<file path="src/sv/mfm_pkg.sv">
// ----------------------------------------------------------------------------
// mfm_pkg
// Shared types, register indexes, fault bit codes and opcodes for the motor
// fault monitor.
// ----------------------------------------------------------------------------
package mfm_pkg;

  localparam int unsigned AddrW   = 5;
  localparam int unsigned CfgIdxW = 3;
  localparam int unsigned FaultW  = 16;

  // register indexes
  localparam logic [CfgIdxW-1:0] REG_BUS_UV     = 3'd0;
  localparam logic [CfgIdxW-1:0] REG_BUS_OV     = 3'd1;
  localparam logic [CfgIdxW-1:0] REG_OVERCUR    = 3'd2;
  localparam logic [CfgIdxW-1:0] REG_TEMP       = 3'd3;
  localparam logic [CfgIdxW-1:0] REG_SPEED      = 3'd4;
  localparam logic [CfgIdxW-1:0] REG_MIN_AVG    = 3'd5;
  localparam logic [CfgIdxW-1:0] REG_LOSS_RATIO = 3'd6;
  localparam logic [CfgIdxW-1:0] REG_WARN_RATIO = 3'd7;

  // fault bit codes
  localparam logic [FaultW-1:0] FLT_BUS_UV     = 16'h0001;
  localparam logic [FaultW-1:0] FLT_BUS_OV     = 16'h0002;
  localparam logic [FaultW-1:0] FLT_OVERCUR    = 16'h0004;
  localparam logic [FaultW-1:0] FLT_OVERTEMP   = 16'h0008;
  localparam logic [FaultW-1:0] FLT_OVERSPEED  = 16'h0010;
  localparam logic [FaultW-1:0] FLT_PHASE_LOSS = 16'h0020;
  localparam logic [FaultW-1:0] FLT_IMBALANCE  = 16'h0040;
  localparam logic [FaultW-1:0] FLT_POLL_MASK  = 16'h007F;

  typedef enum logic [1:0] {
    OP_POLL        = 2'd0,
    OP_RAISE       = 2'd1,
    OP_CLR_STATUS  = 2'd2,
    OP_CLR_LATCHED = 2'd3
  } mfm_op_e;

  typedef struct packed {
    logic [15:0] bus_uv;
    logic [15:0] bus_ov;
    logic [15:0] overcur;
    logic [14:0] temp;
    logic [15:0] speed;
    logic [15:0] min_avg;
    logic [15:0] loss_ratio;
    logic [15:0] warn_ratio;
  } mfm_cfg_t;

endpackage

</file>
<file path="src/sv/mfm_regs.sv">
// ----------------------------------------------------------------------------
// mfm_regs
// APB-style configuration register file holding the fault thresholds.
// ----------------------------------------------------------------------------
module mfm_regs (
  input  logic                       clk_i,
  input  logic                       rst_ni,
  input  logic                       psel,
  input  logic                       penable,
  input  logic                       pwrite,
  input  logic [mfm_pkg::AddrW-1:0]  paddr,
  input  logic [31:0]                pwdata,
  output logic [31:0]                prdata,
  output logic                       pready,
  output mfm_pkg::mfm_cfg_t          cfg_o
);
  import mfm_pkg::*;

  mfm_cfg_t           cfg_q;
  logic [CfgIdxW-1:0] idx;
  logic               wr_en;

  assign idx    = paddr[AddrW-1:2];
  assign wr_en  = psel & penable & pwrite;
  assign pready = 1'b1;
  assign cfg_o  = cfg_q;

  always_ff @(posedge clk_i or negedge rst_ni) begin
    if (!rst_ni) begin
      cfg_q <= '0;
    end else if (wr_en) begin
      case (idx)
        REG_BUS_UV:     cfg_q.bus_uv     <= pwdata[15:0];
        REG_BUS_OV:     cfg_q.bus_ov     <= pwdata[15:0];
        REG_OVERCUR:    cfg_q.overcur    <= pwdata[15:0];
        REG_TEMP:       cfg_q.temp       <= pwdata[14:0];
        REG_SPEED:      cfg_q.speed      <= pwdata[15:0];
        REG_MIN_AVG:    cfg_q.min_avg    <= pwdata[15:0];
        REG_LOSS_RATIO: cfg_q.loss_ratio <= pwdata[15:0];
        REG_WARN_RATIO: cfg_q.warn_ratio <= pwdata[15:0];
        default: ;
      endcase
    end
  end

  always_comb begin
    case (idx)
      REG_BUS_UV:     prdata = {16'd0, cfg_q.bus_uv};
      REG_BUS_OV:     prdata = {16'd0, cfg_q.bus_ov};
      REG_OVERCUR:    prdata = {16'd0, cfg_q.overcur};
      REG_TEMP:       prdata = {17'd0, cfg_q.temp};
      REG_SPEED:      prdata = {16'd0, cfg_q.speed};
      REG_MIN_AVG:    prdata = {16'd0, cfg_q.min_avg};
      REG_LOSS_RATIO: prdata = {16'd0, cfg_q.loss_ratio};
      REG_WARN_RATIO: prdata = {16'd0, cfg_q.warn_ratio};
      default:        prdata = '0;
    endcase
  end

endmodule

</file>
<file path="src/sv/mfm_check.sv">
// ----------------------------------------------------------------------------
// mfm_check
// Threshold checks of one measurement sample, giving the poll-owned fault bits.
// ----------------------------------------------------------------------------
module mfm_check (
  input  mfm_pkg::mfm_cfg_t          cfg_i,
  input  logic [15:0]                bus_voltage_i,
  input  logic signed [15:0]         current_a_i,
  input  logic signed [15:0]         current_b_i,
  input  logic signed [15:0]         current_c_i,
  input  logic signed [15:0]         motor_temperature_i,
  input  logic signed [15:0]         rotor_speed_i,
  output logic [mfm_pkg::FaultW-1:0] poll_faults_o
);
  import mfm_pkg::*;

  // magnitude of a 16-bit signed value, -32768 gives 32768
  function automatic logic [16:0] mag16(logic signed [15:0] v);
    logic [16:0] ext;
    ext = {v[15], v};
    return v[15] ? 17'(~ext + 17'd1) : ext;
  endfunction

  logic [16:0] abs_a, abs_b, abs_c, abs_spd;
  logic [16:0] mx_ab, mn_ab, mx, mn, diff;
  logic [17:0] sum, min_sum;
  logic [26:0] lhs;
  logic [33:0] loss_rhs, warn_rhs;
  logic        imb_en, loss_hit, warn_hit;

  always_comb begin
    abs_a   = mag16(current_a_i);
    abs_b   = mag16(current_b_i);
    abs_c   = mag16(current_c_i);
    abs_spd = mag16(rotor_speed_i);

    mx_ab = (abs_a > abs_b) ? abs_a : abs_b;
    mn_ab = (abs_a < abs_b) ? abs_a : abs_b;
    mx    = (mx_ab > abs_c) ? mx_ab : abs_c;
    mn    = (mn_ab < abs_c) ? mn_ab : abs_c;
    diff  = mx - mn;
    sum   = 18'(abs_a) + 18'(abs_b) + 18'(abs_c);

    // 3 * min_average and 768 * (max - min) as shift-adds
    min_sum  = {1'b0, cfg_i.min_avg, 1'b0} + 18'(cfg_i.min_avg);
    lhs      = {1'b0, diff, 9'd0} + {2'b00, diff, 8'd0};
    loss_rhs = 34'(cfg_i.loss_ratio) * 34'(sum);
    warn_rhs = 34'(cfg_i.warn_ratio) * 34'(sum);

    imb_en   = (cfg_i.min_avg != '0) &&
               ((cfg_i.loss_ratio != '0) || (cfg_i.warn_ratio != '0)) &&
               (sum > min_sum);
    loss_hit = imb_en && (cfg_i.loss_ratio != '0) && (34'(lhs) > loss_rhs);
    warn_hit = imb_en && !loss_hit && (cfg_i.warn_ratio != '0) &&
               (34'(lhs) > warn_rhs);

    poll_faults_o = '0;
    if ((cfg_i.bus_uv != '0) && (bus_voltage_i != '0) && (bus_voltage_i < cfg_i.bus_uv))
      poll_faults_o = poll_faults_o | FLT_BUS_UV;
    if ((cfg_i.bus_ov != '0) && (bus_voltage_i > cfg_i.bus_ov))
      poll_faults_o = poll_faults_o | FLT_BUS_OV;
    if ((cfg_i.overcur != '0) && (mx > {1'b0, cfg_i.overcur}))
      poll_faults_o = poll_faults_o | FLT_OVERCUR;
    if ((cfg_i.temp != '0) && (motor_temperature_i > $signed({1'b0, cfg_i.temp})))
      poll_faults_o = poll_faults_o | FLT_OVERTEMP;
    if ((cfg_i.speed != '0) && (abs_spd > {1'b0, cfg_i.speed}))
      poll_faults_o = poll_faults_o | FLT_OVERSPEED;
    if (loss_hit)
      poll_faults_o = poll_faults_o | FLT_PHASE_LOSS;
    if (warn_hit)
      poll_faults_o = poll_faults_o | FLT_IMBALANCE;
  end

endmodule

</file>
<file path="src/sv/motor_fault_monitor.sv">
// ----------------------------------------------------------------------------
// motor_fault_monitor
// Motor fault supervisor: live status word and sticky latched fault word.
//
// Each input transaction carries an opcode: poll one measurement sample,
// raise external fault bits, clear status bits under a mask, or clear latched
// and status bits under a mask. A poll clears the seven poll-owned status
// bits (0..6) and then sets undervoltage, overvoltage, overcurrent,
// overtemperature, overspeed, phase loss or imbalance warning as the
// thresholds dictate; a zero threshold disables its check. Every raised bit
// is set in both words. Each transaction gives exactly one result carrying
// both words after the update and pwm_off, high when a poll leaves any
// latched fault. The block takes one transaction per clock cycle while the
// result side does not stall; an accepted transaction loads the input
// register, and the check logic and state update then load the result
// register. Back-pressure on the result side stalls both stages.
// Thresholds are written over the APB-style port at byte address 4*index
// and should only change while no transaction is in flight.
// ----------------------------------------------------------------------------
module motor_fault_monitor (
  input  logic                      clk_i,
  input  logic                      rst_ni,
  // configuration port
  input  logic                      psel,
  input  logic                      penable,
  input  logic                      pwrite,
  input  logic [mfm_pkg::AddrW-1:0] paddr,
  input  logic [31:0]               pwdata,
  output logic [31:0]               prdata,
  output logic                      pready,
  // input channel
  input  logic                      in_valid_i,
  output logic                      in_ready_o,
  input  logic [1:0]                opcode_i,
  input  logic [15:0]               bus_voltage_i,
  input  logic signed [15:0]        current_a_i,
  input  logic signed [15:0]        current_b_i,
  input  logic signed [15:0]        current_c_i,
  input  logic signed [15:0]        motor_temperature_i,
  input  logic signed [15:0]        rotor_speed_i,
  input  logic [15:0]               fault_bits_i,
  // result channel
  output logic                      out_valid_o,
  input  logic                      out_ready_i,
  output logic [15:0]               status_word_o,
  output logic [15:0]               latched_word_o,
  output logic                      pwm_off_o
);
  import mfm_pkg::*;

  mfm_cfg_t cfg;

  // input register stage
  logic               in_valid_q, in_valid_d;
  mfm_op_e            opcode_q;
  logic [15:0]        bus_voltage_q;
  logic signed [15:0] current_a_q, current_b_q, current_c_q;
  logic signed [15:0] motor_temperature_q, rotor_speed_q;
  logic [15:0]        fault_bits_q;

  // fault state
  logic [FaultW-1:0] live_q, live_d, sticky_q, sticky_d;

  // result register stage
  logic              out_valid_q, out_valid_d;
  logic [FaultW-1:0] status_q, latched_q;
  logic              pwm_off_q, pwm_off_d;

  logic [FaultW-1:0] poll_faults;
  logic              advance, fire, in_take;

  mfm_regs u_regs (
    .clk_i   (clk_i),
    .rst_ni  (rst_ni),
    .psel    (psel),
    .penable (penable),
    .pwrite  (pwrite),
    .paddr   (paddr),
    .pwdata  (pwdata),
    .prdata  (prdata),
    .pready  (pready),
    .cfg_o   (cfg)
  );

  mfm_check u_check (
    .cfg_i               (cfg),
    .bus_voltage_i       (bus_voltage_q),
    .current_a_i         (current_a_q),
    .current_b_i         (current_b_q),
    .current_c_i         (current_c_q),
    .motor_temperature_i (motor_temperature_q),
    .rotor_speed_i       (rotor_speed_q),
    .poll_faults_o       (poll_faults)
  );

  // result slot frees up when empty or being taken this cycle
  assign advance    = !out_valid_q || out_ready_i;
  assign fire       = in_valid_q && advance;
  assign in_ready_o = !in_valid_q || advance;
  assign in_take    = in_valid_i && in_ready_o;

  assign in_valid_d  = in_ready_o ? in_valid_i : in_valid_q;
  assign out_valid_d = advance ? in_valid_q : out_valid_q;

  // state update for the transaction leaving the input register
  always_comb begin
    live_d    = live_q;
    sticky_d  = sticky_q;
    pwm_off_d = 1'b0;
    case (opcode_q)
      OP_POLL: begin
        live_d    = (live_q & ~FLT_POLL_MASK) | poll_faults;
        sticky_d  = sticky_q | poll_faults;
        pwm_off_d = (sticky_d != '0);
      end
      OP_RAISE: begin
        live_d   = live_q | fault_bits_q;
        sticky_d = sticky_q | fault_bits_q;
      end
      OP_CLR_STATUS: begin
        live_d = live_q & ~fault_bits_q;
      end
      OP_CLR_LATCHED: begin
        live_d   = live_q & ~fault_bits_q;
        sticky_d = sticky_q & ~fault_bits_q;
      end
      default: ;
    endcase
  end

  always_ff @(posedge clk_i or negedge rst_ni) begin
    if (!rst_ni) begin
      in_valid_q  <= 1'b0;
      out_valid_q <= 1'b0;
      live_q      <= '0;
      sticky_q    <= '0;
    end else begin
      in_valid_q  <= in_valid_d;
      out_valid_q <= out_valid_d;
      if (fire) begin
        live_q   <= live_d;
        sticky_q <= sticky_d;
      end
    end
  end

  // payload registers, no reset
  always_ff @(posedge clk_i) begin
    if (in_take) begin
      opcode_q            <= mfm_op_e'(opcode_i);
      bus_voltage_q       <= bus_voltage_i;
      current_a_q         <= current_a_i;
      current_b_q         <= current_b_i;
      current_c_q         <= current_c_i;
      motor_temperature_q <= motor_temperature_i;
      rotor_speed_q       <= rotor_speed_i;
      fault_bits_q        <= fault_bits_i;
    end
    if (fire) begin
      status_q  <= live_d;
      latched_q <= sticky_d;
      pwm_off_q <= pwm_off_d;
    end
  end

  assign out_valid_o    = out_valid_q;
  assign status_word_o  = status_q;
  assign latched_word_o = latched_q;
  assign pwm_off_o      = pwm_off_q;

`ifndef SYNTHESIS
  // every live bit is also latched
  a_live_in_sticky: assert property (@(posedge clk_i) disable iff (!rst_ni)
    (live_q & ~sticky_q) == '0)
    else $error("live fault bit set without latched bit");

  // a finished transaction shows the updated state in the result register
  a_result_matches_state: assert property (@(posedge clk_i) disable iff (!rst_ni)
    fire |=> out_valid_q && (status_word_o == live_q) && (latched_word_o == sticky_q))
    else $error("result does not match fault state");

  // only a poll can switch the pwm off
  a_pwm_off_poll_only: assert property (@(posedge clk_i) disable iff (!rst_ni)
    (fire && (opcode_q != OP_POLL)) |=> !pwm_off_q)
    else $error("pwm_off raised by a non-poll transaction");

  // pwm off needs a latched fault
  a_pwm_off_latched: assert property (@(posedge clk_i) disable iff (!rst_ni)
    (out_valid_o && pwm_off_o) |-> (latched_word_o != '0))
    else $error("pwm_off without latched fault");

  // fault state moves only with a transaction
  a_state_hold: assert property (@(posedge clk_i) disable iff (!rst_ni)
    !fire |=> $stable(live_q) && $stable(sticky_q))
    else $error("fault state changed without a transaction");
`endif

endmodule

</file>
<file path="config.mk">
export PLATFORM = sky130hd
export DESIGN_NAME = motor_fault_monitor
export DESIGN_NICKNAME = d
export VERILOG_FILES = /design/src/sv/mfm_pkg.sv /design/src/sv/mfm_regs.sv /design/src/sv/mfm_check.sv /design/src/sv/motor_fault_monitor.sv
export SDC_FILE = /design/constraint.sdc
export NUM_CORES = 2
export LEC_CHECK = 0
export ABC_AREA = 1
export BUFFER_PORTS_ARGS = -buffer_cell sky130_fd_sc_hd__buf_2
export CAP_MARGIN = 10
export CORE_MARGIN = 5
export CORE_UTILIZATION = 58
export CTS_CLUSTER_SIZE = 8
export DETAILED_ROUTE_END_ITERATION = 6
export GPL_TIMING_DRIVEN = 0
export PLACE_DENSITY = 0.81
export REMOVE_ABC_BUFFERS = 1
export SYNTH_ARGS = -nofsm -noshare
export SYNTH_HDL_FRONTEND = slang
export SYNTH_SLANG_ARGS = --single-unit
export TNS_END_PERCENT = 50
</file>
<file path="constraint.sdc">
create_clock -name clk_i -period 10.7 [get_ports clk_i]
set_input_delay 1.07 -clock clk_i [delete_from_list [all_inputs] [get_ports clk_i]]
set_output_delay 1.07 -clock clk_i [all_outputs]
set_load 0.1 [all_outputs]
</file>
==> results_dict.tcl <==
set metrics [dict create \
    status "finished, violations left" \
    violations "negative setup slack" \
    clock_latency_ns 0.56 \
    skew_ns 0.0221 \
    drive_gt1_share_pct 13.9 \
    clk_transition_reported_paths_ns 0.06 \
    fin_util_pct 66.6 \
    yosys_warnings 0 \
    first_pass_iters 7 \
    cts_root_buffer "clkbuf_16" \
    htreeDepth 2 \
    drt-initial-drc-count 3873 \
    finalCritPeriodShare_pct 106 \
    grt_start_max_net_pins 115 \
    ios 226 \
    min_period_ns 11.31 \
    timing.fmax_mhz 88.4 \
    core_area_um2 69900 \
    m1WireLength_um 46400 \
    worst_pin_slew_ns 1.09 \
    syn_area_um2 40800 \
    slowest_stage "fa_1" \
    crit_fanout 12 \
    nNetsFinal 6396 \
    worstSetupStartpointType "flop" \
    layout_commonest_cell "nand2_1" \
    syn-mean-instance-area_um2 8.09 \
    register_area_um2 8440 \
    drc 0 \
    setup_viol 9 \
    rsz0062_at_grt "yes" \
    worst_slew_margin_rel_pct 27.1 \
    die_height_um 275 \
    cts_sinks 308 \
    crit_arrival_ns 11.61 \
    rows 97 \
    ant_nets 0 \
    synth-seq-area-share_pct 20.7 \
    wl_per_cell_um 20.2 \
    cpPeakStageDelay_ns 0.55 \
    hold_buffers 0 \
    hpwl_um 88800 \
    tritoncts "built" \
    ys_seq_elements 308 \
    routed_via_density 5.82 \
    cts_buffers 44 \
    nFillCells 5498 \
    finalHoldViolCount 0 \
    maxCapViolCount 0 \
    place_congestion 0.966 \
    synth_cell_types 63 \
    vias 36500 \
    initial_core_util_pct 58.3 \
    slew_violations 0 \
    postSynthCellCount 5039 \
    clock_path_buffers 3 \
    multiInputGateArea_um2 29000 \
    grt-ovfl-total 0 \
    hp-class "input pin to asynchronous set/reset pin" \
    top_layer "met5" \
    wl_met3_um 13500 \
    grtUsageTotal_pct 32.2 \
    met2_length_um 56500 \
    area_growth_pct 14.1 \
    antenna_found_initial 8 \
    fp.dieArea_um2 75700 \
    die_w_um 275 \
    grt_pass1_wl_um 193000 \
    worstSetupPathType "flop to flop" \
    final_cell_mix "1065 x nand2_1, 1013 x inv_1, 457 x fa_1" \
    fin_ws_ns -0.610 \
    grt_pass1_vias 36400 \
    cp.required_ns 11.00 \
    io_buffer_count 190 \
    drt-total-wl_um 126000 \
    fin_hold_ws_ns 0.430 \
    cp-end-kind "flop" \
]
-- registers in the layout (all words and copies together), names as in the netlist --
signal,flops
bus_voltage_q,16
current_a_q,16
current_b_q,16
current_c_q,16
fault_bits_q,16
in_valid_q,1
latched_word_o,16
live_q,16
motor_temperature_q,16
opcode_q,2
out_valid_o,1
pwm_off_o,1
rotor_speed_q,16
status_word_o,16
sticky_q,16
u_regs.cfg_o,127
-- per-layer routing --
metal | up-vias | track usage, %
met1 | 17300 | 41.1
met4 | 8 | 18.0
met3 | 644 | 6.45
li1 | 16300 | -
met5 | - | 0
met2 | 2162 | 51.7
-- worst max-delay path: cells and delay by family (launching register included) --
family          cells  cell delay (ns)
fa+ha+maj          11             4.38
flops               1             0.48
xor+xnor            2             0.79
simple gates       17             2.50
buf+inv            12             1.48
compound gates      7             1.39
-- stage by stage --
step / TNS, ns / setup WS (ns) / std cells / area, um2
5_1_grt: -8.99 / -1.10 / 6269 / 46500
3_3_place_gp: -25.82 / -3.08 / 6009 / 42200
4_1_cts: -1.74 / -0.299 / 6214 / 45400
3_5_place_dp: -18.14 / -2.18 / 6017 / 42400
6_report: -4.66 / -0.610 / 6273 / 46500
2_1_floorplan: 0 / 0.125 / 4879 / 40100
-- timing repair --
action                                  4_1_cts  5_1_grt
setup buffers                               112       52
resized for setup                           198      133
cloned                                       14        2
pin swaps                                    94      100
endpoints found under the setup margin        9        9
-- final timing paths --
path / end / start / cells after the start / slack (ns)
setup / recovery: latched_word_o[6] / current_b_q[0] / 49 / -0.61
hold / removal: live_q[11] / rst_ni / 1 / 0.43
setup reg to reg: latched_word_o[6] / current_b_q[0] / 49 / -0.61
hold reg to reg: live_q[4] / live_q[4] / 2 / 0.48
max in group asynchronous: u_regs.cfg_o[10] / rst_ni / 2 / 9.34
min in group clk_i: live_q[4] / live_q[4] / 2 / 0.48
-- logic make-up (layout without fill, tap and decap cells) --
| kind of cell | Yosys count | after routing | synth area share, % |
|---|---|---|---|
| other | 2 | 31 | 0.0184 |
| xor gates and xnor gates | 146 | 146 | 3.20 |
| and+or+nand+nor | 1674 | 1676 | 16.9 |
| DFF | 308 | 308 | 20.7 |
| adders and majority gates | 935 | 935 | 37.2 |
| AOI/OAI and AO/OA | 731 | 731 | 10.3 |
| buffers and inverters | 1243 | 1506 | 11.7 |
-- area by class of cell --
| class | instances | share of cell area [%] |
|---|---|---|
| Clock inverter | 3 | 0.0968 |
| Clock buffer | 68 | 2.61 |
| Tap cell | 940 | 2.53 |
| Multi-Input combinational cell | 3514 | 62.3 |
| Timing Repair Buffer | 362 | 5.25 |
| Antenna cell | 5 | 0.0269 |
| Timing Repair inverter | 14 | 0.229 |
| Sequential cell | 308 | 18.1 |
| Inverter | 1059 | 8.78 |
-- synth_stat cells (all sizes together) --
library cell	instances	share of area (%)
a2111oi	2	0.043
a211oi	10	0.18
a21boi	6	0.12
a21o	14	0.26
a21oi	219	2.7
a221oi	3	0.064
a22oi	6	0.12
a31oi	9	0.14
a41oi	1	0.021
and2	4	0.061
and3	1	0.015
buf	44	0.70
clkbuf	140	1.3
clkinv	7	0.064
conb	2	0.018
dfrtp	161	9.9
edfxtp	147	11
fa	462	23
ha	473	15
inv	1052	9.7
nand2	1117	10
nand3	91	1.1
nand3b	7	0.13
nand4	50	0.77
nor2	279	2.6
nor3	57	0.75
nor4	37	0.57
nor4b	1	0.021
o2111ai	6	0.13
o211a	1	0.025
o211ai	27	0.50
o21a	13	0.24
o21ai	328	4.3
o21bai	16	0.29
o221a	2	0.055
o221ai	5	0.11
o22ai	55	0.84
o311ai	2	0.043
o31ai	6	0.11
or2	29	0.44
or4	1	0.018
xnor2	47	1.0
xor2	99	2.2
Power is not shown: default switching activity piles up to over one toggle a cycle in this logic, so the estimate is an artifact.
